===== src/design/mrc_pkg.sv =====
package mrc_pkg;

    typedef struct packed {
        logic        kind;
        logic [13:0] load_index;
        logic [31:0] load_data;
    } in_item_t;

    typedef struct packed {
        logic [31:0] pc_now;
        logic [4:0]  wrote_reg;
        logic [31:0] wrote_value;
        logic        halted;
        logic        good_trap;
        logic        illegal;
    } out_item_t;

    localparam logic [6:0] OP_REG    = 7'b0110011;
    localparam logic [6:0] OP_IMM    = 7'b0010011;
    localparam logic [6:0] OP_LUI    = 7'b0110111;
    localparam logic [6:0] OP_LOAD   = 7'b0000011;
    localparam logic [6:0] OP_STORE  = 7'b0100011;
    localparam logic [6:0] OP_JALR   = 7'b1100111;
    localparam logic [6:0] OP_SYSTEM = 7'b1110011;

    localparam logic [2:0] F3_BYTE  = 3'd0;
    localparam logic [2:0] F3_WORD  = 3'd2;
    localparam logic [2:0] F3_BYTEU = 3'd4;

    localparam logic KIND_LOAD = 1'b0;
    localparam logic KIND_EXEC = 1'b1;

    localparam int unsigned QUEUE_DEPTH = 2;

endpackage


===== src/design/mrc_front.sv =====
module mrc_front (
    input  logic              clk,
    input  logic              rst_n,
    input  logic              push,
    output logic              full,
    input  mrc_pkg::in_item_t in_item,
    output logic              q_valid,
    input  logic              q_take,
    output mrc_pkg::in_item_t q_item
);

    import mrc_pkg::*;

    in_item_t    buf_reg [QUEUE_DEPTH];
    logic        rd_ptr_reg, wr_ptr_reg;
    logic [1:0]  count_reg;
    logic        do_push, do_pop;

    assign full    = (count_reg == 2'(QUEUE_DEPTH));
    assign q_valid = (count_reg != 2'd0);
    assign q_item  = buf_reg[rd_ptr_reg];
    assign do_push = push && !full;
    assign do_pop  = q_take && q_valid;

    always_ff @(posedge clk)
    begin
        if (do_push)
        begin
            buf_reg[wr_ptr_reg] <= in_item;
        end
    end

    always_ff @(posedge clk or negedge rst_n)
    begin
        if (!rst_n)
        begin
            rd_ptr_reg <= 1'b0;
            wr_ptr_reg <= 1'b0;
            count_reg  <= 2'd0;
        end
        else
        begin
            if (do_push)
            begin
                wr_ptr_reg <= !wr_ptr_reg;
            end
            if (do_pop)
            begin
                rd_ptr_reg <= !rd_ptr_reg;
            end
            count_reg <= count_reg + 2'(do_push) - 2'(do_pop);
        end
    end

endmodule


===== config.mk =====
export PLATFORM = sky130hd
export DESIGN_NAME = mrc_front
export DESIGN_NICKNAME = d
export VERILOG_FILES = /design/src/design/mrc_pkg.sv /design/src/design/mrc_front.sv
export SDC_FILE = /design/constraint.sdc
export NUM_CORES = 1
export LEC_CHECK = 0
export BUFFER_PORTS_ARGS = -buffer_cell sky130_fd_sc_hd__buf_4
export CORE_MARGIN = 2
export CORE_UTILIZATION = 45
export DETAILED_ROUTE_END_ITERATION = 8
export PLACE_DENSITY = 0.79
export SLEW_MARGIN = 20
export SYNTH_ARGS = -nofsm -noshare
export SYNTH_HDL_FRONTEND = slang
export SYNTH_SLANG_ARGS = --single-unit

===== constraint.sdc =====
create_clock -name clk -period 3.65 [get_ports clk]
set_clock_uncertainty 0.2 [all_clocks]
set_input_delay 0.73 -clock clk [delete_from_list [all_inputs] [get_ports clk]]
set_output_delay 0.73 -clock clk [all_outputs]
set_load 0.01 [all_outputs]

# Word level (Yosys, flattened, before mapping)
# Memories as Yosys holds them, arrays and structs flattened.
# Cells that the tools add are included.
# W data, S select, Z words.
[word_totals]
ram_bits = 94
output_inout_bits = 49
input_bits = 51
mem_count = 1
word_cells = 15
reg_bits = 4
[op_classes]
mux = 2
addsub = 2
reduce_logical = 6
n_eq_ne = 1
[memory_table]
columns = ["memory", "depth", "word_bits", "read_ports", "rd_ports_with_merged_regs", "wr", "line", "source"]
rows = [
  ["buf_reg", 2, 47, 1, 0, 1, "mrc_front.sv:14", "in_item_t buf_reg [QUEUE_DEPTH];"],
]
[op_table]
columns = ["cell", "n"]
rows = [
  ["$logic_not A1 Y1", 3],
  ["$add A2 B1 Y2", 1],
  ["$eq A2 B2 Y1 const B", 1],
  ["$logic_and A1 B1 Y1", 2],
  ["$mux W1", 2],
  ["$reduce_bool A2 Y1", 1],
  ["$sub A2 B1 Y2", 1],
]

# Depth between registers and ports, before layout
# Gate-level depths: netlist of run 1.
[logic_depth]
depth_word = 5
ltp_mapped = 7
mapped_depth_nobuf = 7

# Worst setup path before layout of run 1
# OpenSTA, ideal clock, no wires.
[synth_timing]
path_type = "in2reg"
startpoint = "input port push"
endpoint = "memory buf_reg[0][0] in the netlist's numbering (enable)"
path_slack_ns = 0.201
required_time_ns = 2.998
path_buffers = 0
arrival_ns = 2.797
setup_ns = 0.452
stages = 2
cell_sequence = "nand2_1 nor2_1"
[synth_between]
elab_chain_len = 3
[synth_lines]
columns = ["item", "line", "source"]
rows = [
  ["start, declared", "mrc_front.sv:4", "input logic push,"],
  ["$logic_and A1 B1 Y1", "mrc_front.sv:22", "assign do_push = push && !full;"],
  ["$mux W1", "mrc_front.sv:27", "if (do_push)"],
  ["$mux W1 (implied by the code)", "mrc_front.sv:29", "buf_reg[wr_ptr_reg] <= in_item;"],
  ["end, declared", "mrc_front.sv:14", ""],
]
# No other way between the ends.

==> results.cfg, run 1 <==
[status]
status = complete, no violations

[critical_path]
start_kind = flip-flop
worstPathArrival_ns = 2.08
cpMostUsedCell = buf_4
path_class = reg -> out
cp-end-kind = output pin
cp_cell_sequence = buf_4, mux2_2, buf_4
crit_fanout = 26
slowest_stage = dfrtp_2
required_ns = 2.72
cpPeakStageDelay_ns = 0.85

[logic_synthesis]
synth_xor_area_frac = 0.00954
synth_seq_area_share = 0.796
synth_common_cells = edfxtp_1, mux2_2, mux2_4
synth_mux_area_frac = 0.165
synth-simple-area-share = 0.00954
synth.distinct_cells = 16
synthFlopType = edfxtp_1
synth-edff-count = 94
synth_fp_nets = 217
synth_top_area_cell = edfxtp_1
netlist.area_leader.share = 0.768
ys_warn_count = 0
netlist_area_um2 = 3670
synth-seq-cells = 98
synthArstFlopShare = 0.0408
ys_top_cells_by_area = edfxtp_1, mux2_2, mux2_4
synth_top_family_by_area = multiplexers
syn_area_per_cell_um2 = 22.4
synth_cells = 164
synth_compound_area_frac = 0
yosys.area_share.adder = 0.00681
post-synth-top-count-cell = edfxtp_1

[global_routing]
grt_pass1_vias = 1811
grt_use_total = 0.129
grt_pass1_wl_um = 8490
grt.overflow.total = 0
grt_max_degree = 32
antenna_found_initial = 0

[cells_and_area]
largest_register_ffs = 94
area_growth_pct = 28.8
drive_gt1_frac = 0.602
n_antenna_cell = 0
fin_nets = 328
stdcell_count = 381

[cts]
numCtsBuffers = 9
tritoncts = built
clk_path_buf_depth = 2
clk_pin_slew_ns = 0.08
cts-root-buf = clkbuf_8
cts-htree-levels = 3
clkSinkCount = 98
cts_resized = 0
clk_latency_ns = 0.34

[place]
dp_hpwl_um = 3920
dpl.cell_count = 365
place.gp.congestion = 0.687
port_buffers = 99

[timing]
slew_headroom = 0.512
finalHoldViolations = 0
maxSlewViolCount = 0
setup_viol = 0
layout_min_cycle_time_ns = 3.01
post-route-period-util = 0.824
fin_tns_setup_ns = 0
max_slew.worst_pin.slew_ns = 0.732
grt_setup_unrepaired = no
fmax_ghz = 0.332

[route]
dr.pass1.iters = 4
antenna_left = 0
via_count = 1805
wire_per_inst_um = 15.1
routed_wl_um = 5760
via_per_inst = 4.74
route.detailed.drc = 0
drt_iter0_drc = 99

[worst_hold_path]
min_path_type = reg -> reg

[floorplan]
die_area_um2 = 8900
die_w_um = 94.4
io_pins = 100
num_rows = 32
die_y_um = 94.4
start_util = 0.471
core_um2 = 7810

[power_and_ir_drop]
p_per_area_nw_per_um2 = 737
max-vdd-ir-drop_mv = 0.377
p_leak_nw = 1.83

[flow_run]
timing.max_cap.violations = 0
logic make-up (layout without fill, tap and decap cells):
group	Yosys count	in the layout
xor gates and xnor gates	4	4
adders and majority gates	2	2
buffers and inverters	7	122
DFF	98	98
muxes	47	47
and+or+nand+nor	6	6
per-stage QoR:
stage               utilization  instance area [µm²]  setup WS (ns)  total power, mW  hold slack, ns
floorplan                     -                 3670          0.201             2.42           0.234
detailed placement        0.584                 4560          0.971             2.96           0.314
global placement          0.584                 4560           1.01             2.93           0.293
global route              0.606                 4730          0.523             3.67           0.343
CTS                       0.606                 4730          0.581             3.54           0.332
finish                    0.606                 4730          0.641             3.49           0.328
report_power, final:
group          switching [mW]  internal [mW]  total (mW)
Clock                   0.334          0.242       0.576
Sequential              0.133           1.54        1.67
Combinational           0.529          0.711        1.24
layer usage:
| metal | track usage | up-vias | share of wire |
|---|---|---|---|
| met1 | 0.153 | 872 | 0.42 |
| li1 | - | 860 | - |
| met5 | 0 | - | 0 |
| met2 | 0.217 | 64 | 0.50 |
| met3 | 0.0383 | 9 | 0.068 |
| met4 | 0.0616 | 0 | 0.015 |
worst max-delay path, delay by kind of cell, from the launching register on:
kind	cells	cell delay [ns]
buf+inv	2	0.50
mux	1	0.37
flops	1	0.85
repair_timing:
| action | in CTS | in global routing |
|---|---|---|
| buffers inserted | 0 | 0 |
| hold endpoints to repair | 4 | 0 |
| setup endpoints to repair | 0 | 0 |
| hold buffers | 1 | 0 |
layout by cell type, fill, tap and decap left out, types with 2 or more instances in the layout:
cell type	count
inv_1	2
edfxtp_1	94
ha_1	2
mux2_4	20
mux2_2	27
clkbuf_8	9
xnor2_1	3
buf_4	103
clkinvlp_4	2
dfrtp_1	3
path summary, 6_finish.rpt:
| check | end | cells past startpoint | start | slack [ns] |
|---|---|---|---|---|
| max | q_item[8] | 3 | rd_ptr_reg | 0.64 |
| min | count_reg[0] | 1 | count_reg[0] | 0.33 |
| max reg2reg | buf_reg[1][24] | 3 | count_reg[1] | 1.59 |
| min reg2reg | count_reg[0] | 1 | count_reg[0] | 0.33 |
| max in group asynchronous | rd_ptr_reg | 2 | rst_n | 2.62 |
| min in group asynchronous | wr_ptr_reg | 2 | rst_n | 0.52 |
area by class of cell:
cell class                      count  area (µm²)
Fill cell                         577        3080
Sequential cell                    98        2920
Timing Repair Buffer              105         803
Multi-Input combinational cell     59         708
Clock buffer                       10         128
Tap cell                          102         128
Clock inverter                      5        32.5
Inverter                            2        7.51
Power figures use the tool's default switching activity.
==> inputs of run 2 (changes only) <==
--- a/config.mk
+++ b/config.mk
@@ -9,7 +9,7 @@
 export CORE_MARGIN = 2
 export CORE_UTILIZATION = 45
 export DETAILED_ROUTE_END_ITERATION = 8
-export PLACE_DENSITY = 0.79
+export PLACE_DENSITY = 0.82
 export SLEW_MARGIN = 20
 export SYNTH_ARGS = -nofsm -noshare
 export SYNTH_HDL_FRONTEND = slang
==> constraint.sdc (replaced) <==
create_clock -name clk -period 2.5 [get_ports clk]
set_clock_uncertainty 0.2 [all_clocks]
set_input_delay 0.5 -clock clk [delete_from_list [all_inputs] [get_ports clk]]
set_output_delay 0.5 -clock clk [all_outputs]
set_load 0.01 [all_outputs]
==> run 2 against run 1 <==
Power increased by 53%. Combinational power is 54% higher. Cell area up 1.3%. Sequential power up 41%. Clock power increased by 88%. Wire length increased by 4.0%. Sequential cell count did not move. Sequential share of layout area fell by 0.81 points. Critical endpoint is now q_item[2]. Largest cell class unchanged. Largest power group unchanged.
==> results.cfg, run 2 (synthesized netlist as in run 1, its figures left out) <==
[critical_path]
crit_buf_inv = 2
crit_fanout = 46
start_kind = flip-flop
path_class = reg -> out
slowest_stage = dfrtp_2
required_ns = 1.80
path_depth = 3
worstPathArrival_ns = 1.62
cp_cell_sequence = buf_12, mux2_2, buf_4
r2r_slack_ns = 0.61
r2r_cells = 7
reg2reg_from = count_reg[1]
cp-end-kind = output pin
path_delay_family = buffers and inverters
rr_endpoint = count_reg[1]
crit_path_end = q_item[2]
crit_start = rd_ptr_reg
cpPeakStageDelay_ns = 0.42

[cells_and_area]
final_common_cell = buf_4
n_antenna_cell = 0
drive_gt1_frac = 0.606
area_growth_pct = 30.5
largest_register_ffs = 94
fillers = 601
stdcell_count = 381
final_cell_mix = buf_4, edfxtp_1, mux2_2
fin_nets = 327

[floorplan]
start_util = 0.471
die_w_um = 94.4
num_rows = 32
core_um2 = 7810
io_pins = 100
die_y_um = 94.4
die_area_um2 = 8900

[timing]
fmax_ghz = 0.431
slew_headroom = 0.721
finalWorstSetupSlack_ns = 0.180
finalHoldViolations = 0
max_slew.worst_pin.slew_ns = 0.419
setup_viol = 0
grt_setup_unrepaired = no
post-route-period-util = 0.928
maxSlewViolCount = 0
fin_tns_setup_ns = 0
layout_min_cycle_time_ns = 2.32

[cts]
clk_pin_slew_ns = 0.09
clk_latency_ns = 0.34
cts-root-buf = clkbuf_8
numCtsBuffers = 9
tritoncts = built
cts-htree-levels = 3
clkSinkCount = 98
cts_resized = 0
ctsHoldBuffers = 1
postCtsSetupBuffers = 0
clk_path_buf_depth = 2

[global_routing]
grt_pass1_wl_um = 9030
grt_pass1_vias = 1915
grt_max_degree = 48
grt_use_total = 0.141
antenna_found_initial = 0
grt.overflow.total = 0

[route]
via_count = 1804
routed_wl_um = 5990
dr.pass1.iters = 4
drt_iter0_drc = 55
via_per_inst = 4.73
route.detailed.drc = 0
antenna_left = 0
wire_per_inst_um = 15.7

[flow_run]
timing.max_cap.violations = 0

[power_and_ir_drop]
p_leak_nw = 1.86
max-vdd-ir-drop_mv = 0.489
p_per_area_nw_per_um2 = 1110
power_mw = 5.34

[place]
place.gp.congestion = 0.679
port_buffers = 99
pre_cts_ws_ns = 0.537
dpl.cell_count = 364
dp_hpwl_um = 3990

[status]
status = complete, no violations

[worst_hold_path]
holdPathStages = 1
min_from = in_item[38]
min_path_type = in -> reg
==> run 2: cell type report <==
| class | count | area [µm²] | share of cell area |
|---|---|---|---|
| clock buffer | 9 | 124 | 0.0258 |
| clock inverter | 7 | 93.8 | 0.0196 |
| inverter | 2 | 7.51 | 0.00157 |
| multi-input combinational | 59 | 708 | 0.148 |
| sequential | 98 | 2920 | 0.610 |
| tap | 102 | 128 | 0.0266 |
| timing repair buffer | 104 | 808 | 0.169 |
==> run 2: metal layers <==
metal / vias up / share of wire / routed length (µm) / GRT usage
met2: 61 / 0.53 / 3170 / 0.245
met5: - / 0 / 0 / 0
met3: 10 / 0.062 / 371 / 0.0415
met4: 0 / 0.018 / 107 / 0.0688
met1: 878 / 0.39 / 2340 / 0.157
li1: 855 / - / - / -
==> run 2: how the worst min path moves through the flow <==
| stage | end | slack [ns] |
|---|---|---|
| floorplan | count_reg[0] | 0.004 |
| global route | buf_reg[0][38] | 0.1 |
| global placement | wr_ptr_reg | 0.11 |
| finish | buf_reg[1][38] | 0.13 |
| CTS | buf_reg[0][22] | 0.10 |
| detailed placement | wr_ptr_reg | 0.11 |
==> run 2: per-stage QoR <==
step / instance area [µm²] / utilization / hold WS [ns]
finish: 4790 / 0.614 / 0.127
global route: 4790 / 0.614 / 0.0991
CTS: 4790 / 0.614 / 0.101
detailed placement: 4570 / 0.585 / 0.106
global placement: 4570 / 0.585 / 0.108
floorplan: 3680 / - / 0.00441
==> run 2: power breakdown <==
part / switching (mW) / internal (mW) / leakage (nW)
sequential: 0.108 / 2.25 / 0.919
combinational: 0.863 / 1.05 / 0.837
clock: 0.518 / 0.562 / 0.107
total: 1.49 / 3.85 / 1.86
==> inputs of run 3 (changes only) <==
--- a/config.mk
+++ b/config.mk
@@ -10,6 +10,7 @@
 export CORE_UTILIZATION = 45
 export DETAILED_ROUTE_END_ITERATION = 8
 export PLACE_DENSITY = 0.82
+export SETUP_SLACK_MARGIN = 0.3
 export SLEW_MARGIN = 20
 export SYNTH_ARGS = -nofsm -noshare
 export SYNTH_HDL_FRONTEND = slang
==> run 3 against run 2 <==
Power increased by 16%. Sequential share of layout area decreased by 5.4 points. Register-to-register slack got worse by 0.02 ns. Worst hold slack improved by 0.0053 ns. Cell area increased by 9.8%. Global-route usage increased by 0.39 points. Non-clock buffer count increased by 14. Die area unchanged. Critical path type unchanged. Fmax increased by 2.9%. Critical path depth increased by 1.
==> results.cfg, run 3 (synthesized netlist as in run 1, its figures left out) <==
[status]
status = complete, no violations

[route]
via_count = 1885
antenna_left = 0
routed_wl_um = 7080
route.detailed.drc = 0
wire_per_inst_um = 17.9
via_per_inst = 4.77
dr.pass1.iters = 4
drt_iter0_drc = 82

[timing]
layout_min_cycle_time_ns = 2.26
max_slew.worst_pin.slew_ns = 0.501
grt_setup_unrepaired = yes
slew_headroom = 0.666
worst_hold_slack_ns = 0.132
post-route-period-util = 0.902
finalHoldViolations = 0
fin_tns_setup_ns = 0
fmax_ghz = 0.443
maxSlewViolCount = 0
setup_viol = 0

[critical_path]
required_ns = 1.80
cp-end-kind = output pin
start_kind = flip-flop
r2r_slack_ns = 0.59
cpPeakStageDelay_ns = 0.46
r2r_cells = 7
crit_fanout = 6
rr_endpoint = count_reg[1]
cp_cell_sequence = buf_6, clkbuf_16, mux2_4, buf_6
slowest_stage = dfrtp_2
path_class = reg -> out
cpMostUsedCell = buf_6
reg2reg_from = count_reg[1]
worstPathArrival_ns = 1.56

[cells_and_area]
n_antenna_cell = 0
area_growth_pct = 43.2
final_common_cell = edfxtp_1
largest_register_ffs = 94
drive_gt1_frac = 0.618
fin_util = 0.674
final_cell_mix = edfxtp_1, buf_4, buf_6
fin_nets = 341

[floorplan]
num_rows = 32
die_area_um2 = 8900
core_um2 = 7810
die_y_um = 94.4
die_w_um = 94.4
start_util = 0.471
io_pins = 100

[power_and_ir_drop]
power_mw = 6.21
p_leak_nw = 2.12
p_per_area_nw_per_um2 = 1180
max-vdd-ir-drop_mv = 0.593

[cts]
cts-root-buf = clkbuf_8
clk_path_buf_depth = 2
cts-htree-levels = 3
clkSinkCount = 98
tritoncts = built
clk_latency_ns = 0.34
numCtsBuffers = 9
clk_pin_slew_ns = 0.09

[global_routing]
grt_max_degree = 48
grt_use_total = 0.144
grt_pass1_vias = 1928
antenna_found_initial = 0
grt.overflow.total = 0
grt_pass1_wl_um = 9290

[worst_hold_path]
min_from = in_item[27]
min_to = buf_reg[0][27]
min_path_type = in -> reg
holdPathStages = 1

[flow_run]
timing.max_cap.violations = 0

[place]
port_buffers = 99
place.gp.congestion = 0.645
dp_hpwl_um = 3880
run 3: metrics by stage:
step                setup slack [ns]  area (µm²)  std cells
detailed placement             0.589        4570        364
CTS                            0.253        4830        382
floorplan                      0.567        3680        164
global route                   0.194        5260        395
finish                         0.245        5260        395
global placement               0.599        4570        364
run 3: repair_timing:
action	CTS	global route
gates resized for setup	1	67
setup buffers	0	8
hold buffers	1	0
cloned	1	5
setup endpoints to repair	47	47
hold endpoints to repair	4	0
run 3: cell type report:
cell class / count / area [µm²]
clock inverters: 2 / 60.1
fillers: 544 / 2550
flip-flops and latches: 98 / 2920
well taps: 102 / 128
inverters: 2 / 7.51
repair buffers: 118 / 1200
multi-input cells: 59 / 783
clock buffers: 14 / 163
run 3: worst max-delay path: cells and delay by family (launching register included):
family	cells	cell delay, ns
multiplexers	1	0.31
buffers and inverters	3	0.43
flip-flops	1	0.46
run 3: worst max path at each step:
stage,to,start,slack [ns]
global placement,q_item[1],rd_ptr_reg,0.60
floorplan,buf_reg[0][0],push,0.57
CTS,q_item[39],rd_ptr_reg,0.25
global route,q_item[12],rd_ptr_reg,0.19
detailed placement,q_item[1],rd_ptr_reg,0.59
finish,q_item[12],rd_ptr_reg,0.24
run 3: power by group:
group	switching [mW]	total, mW	internal, mW
sequential	0.118	2.37	2.25
clock	0.487	1.11	0.621
combinational	1.09	2.73	1.65
run 3: per-layer routing:
metal | track usage | part of all wire
met1 | 0.168 | 0.41
met2 | 0.251 | 0.52
met3 | 0.0415 | 0.053
met4 | 0.0616 | 0.012
met5 | 0 | 0
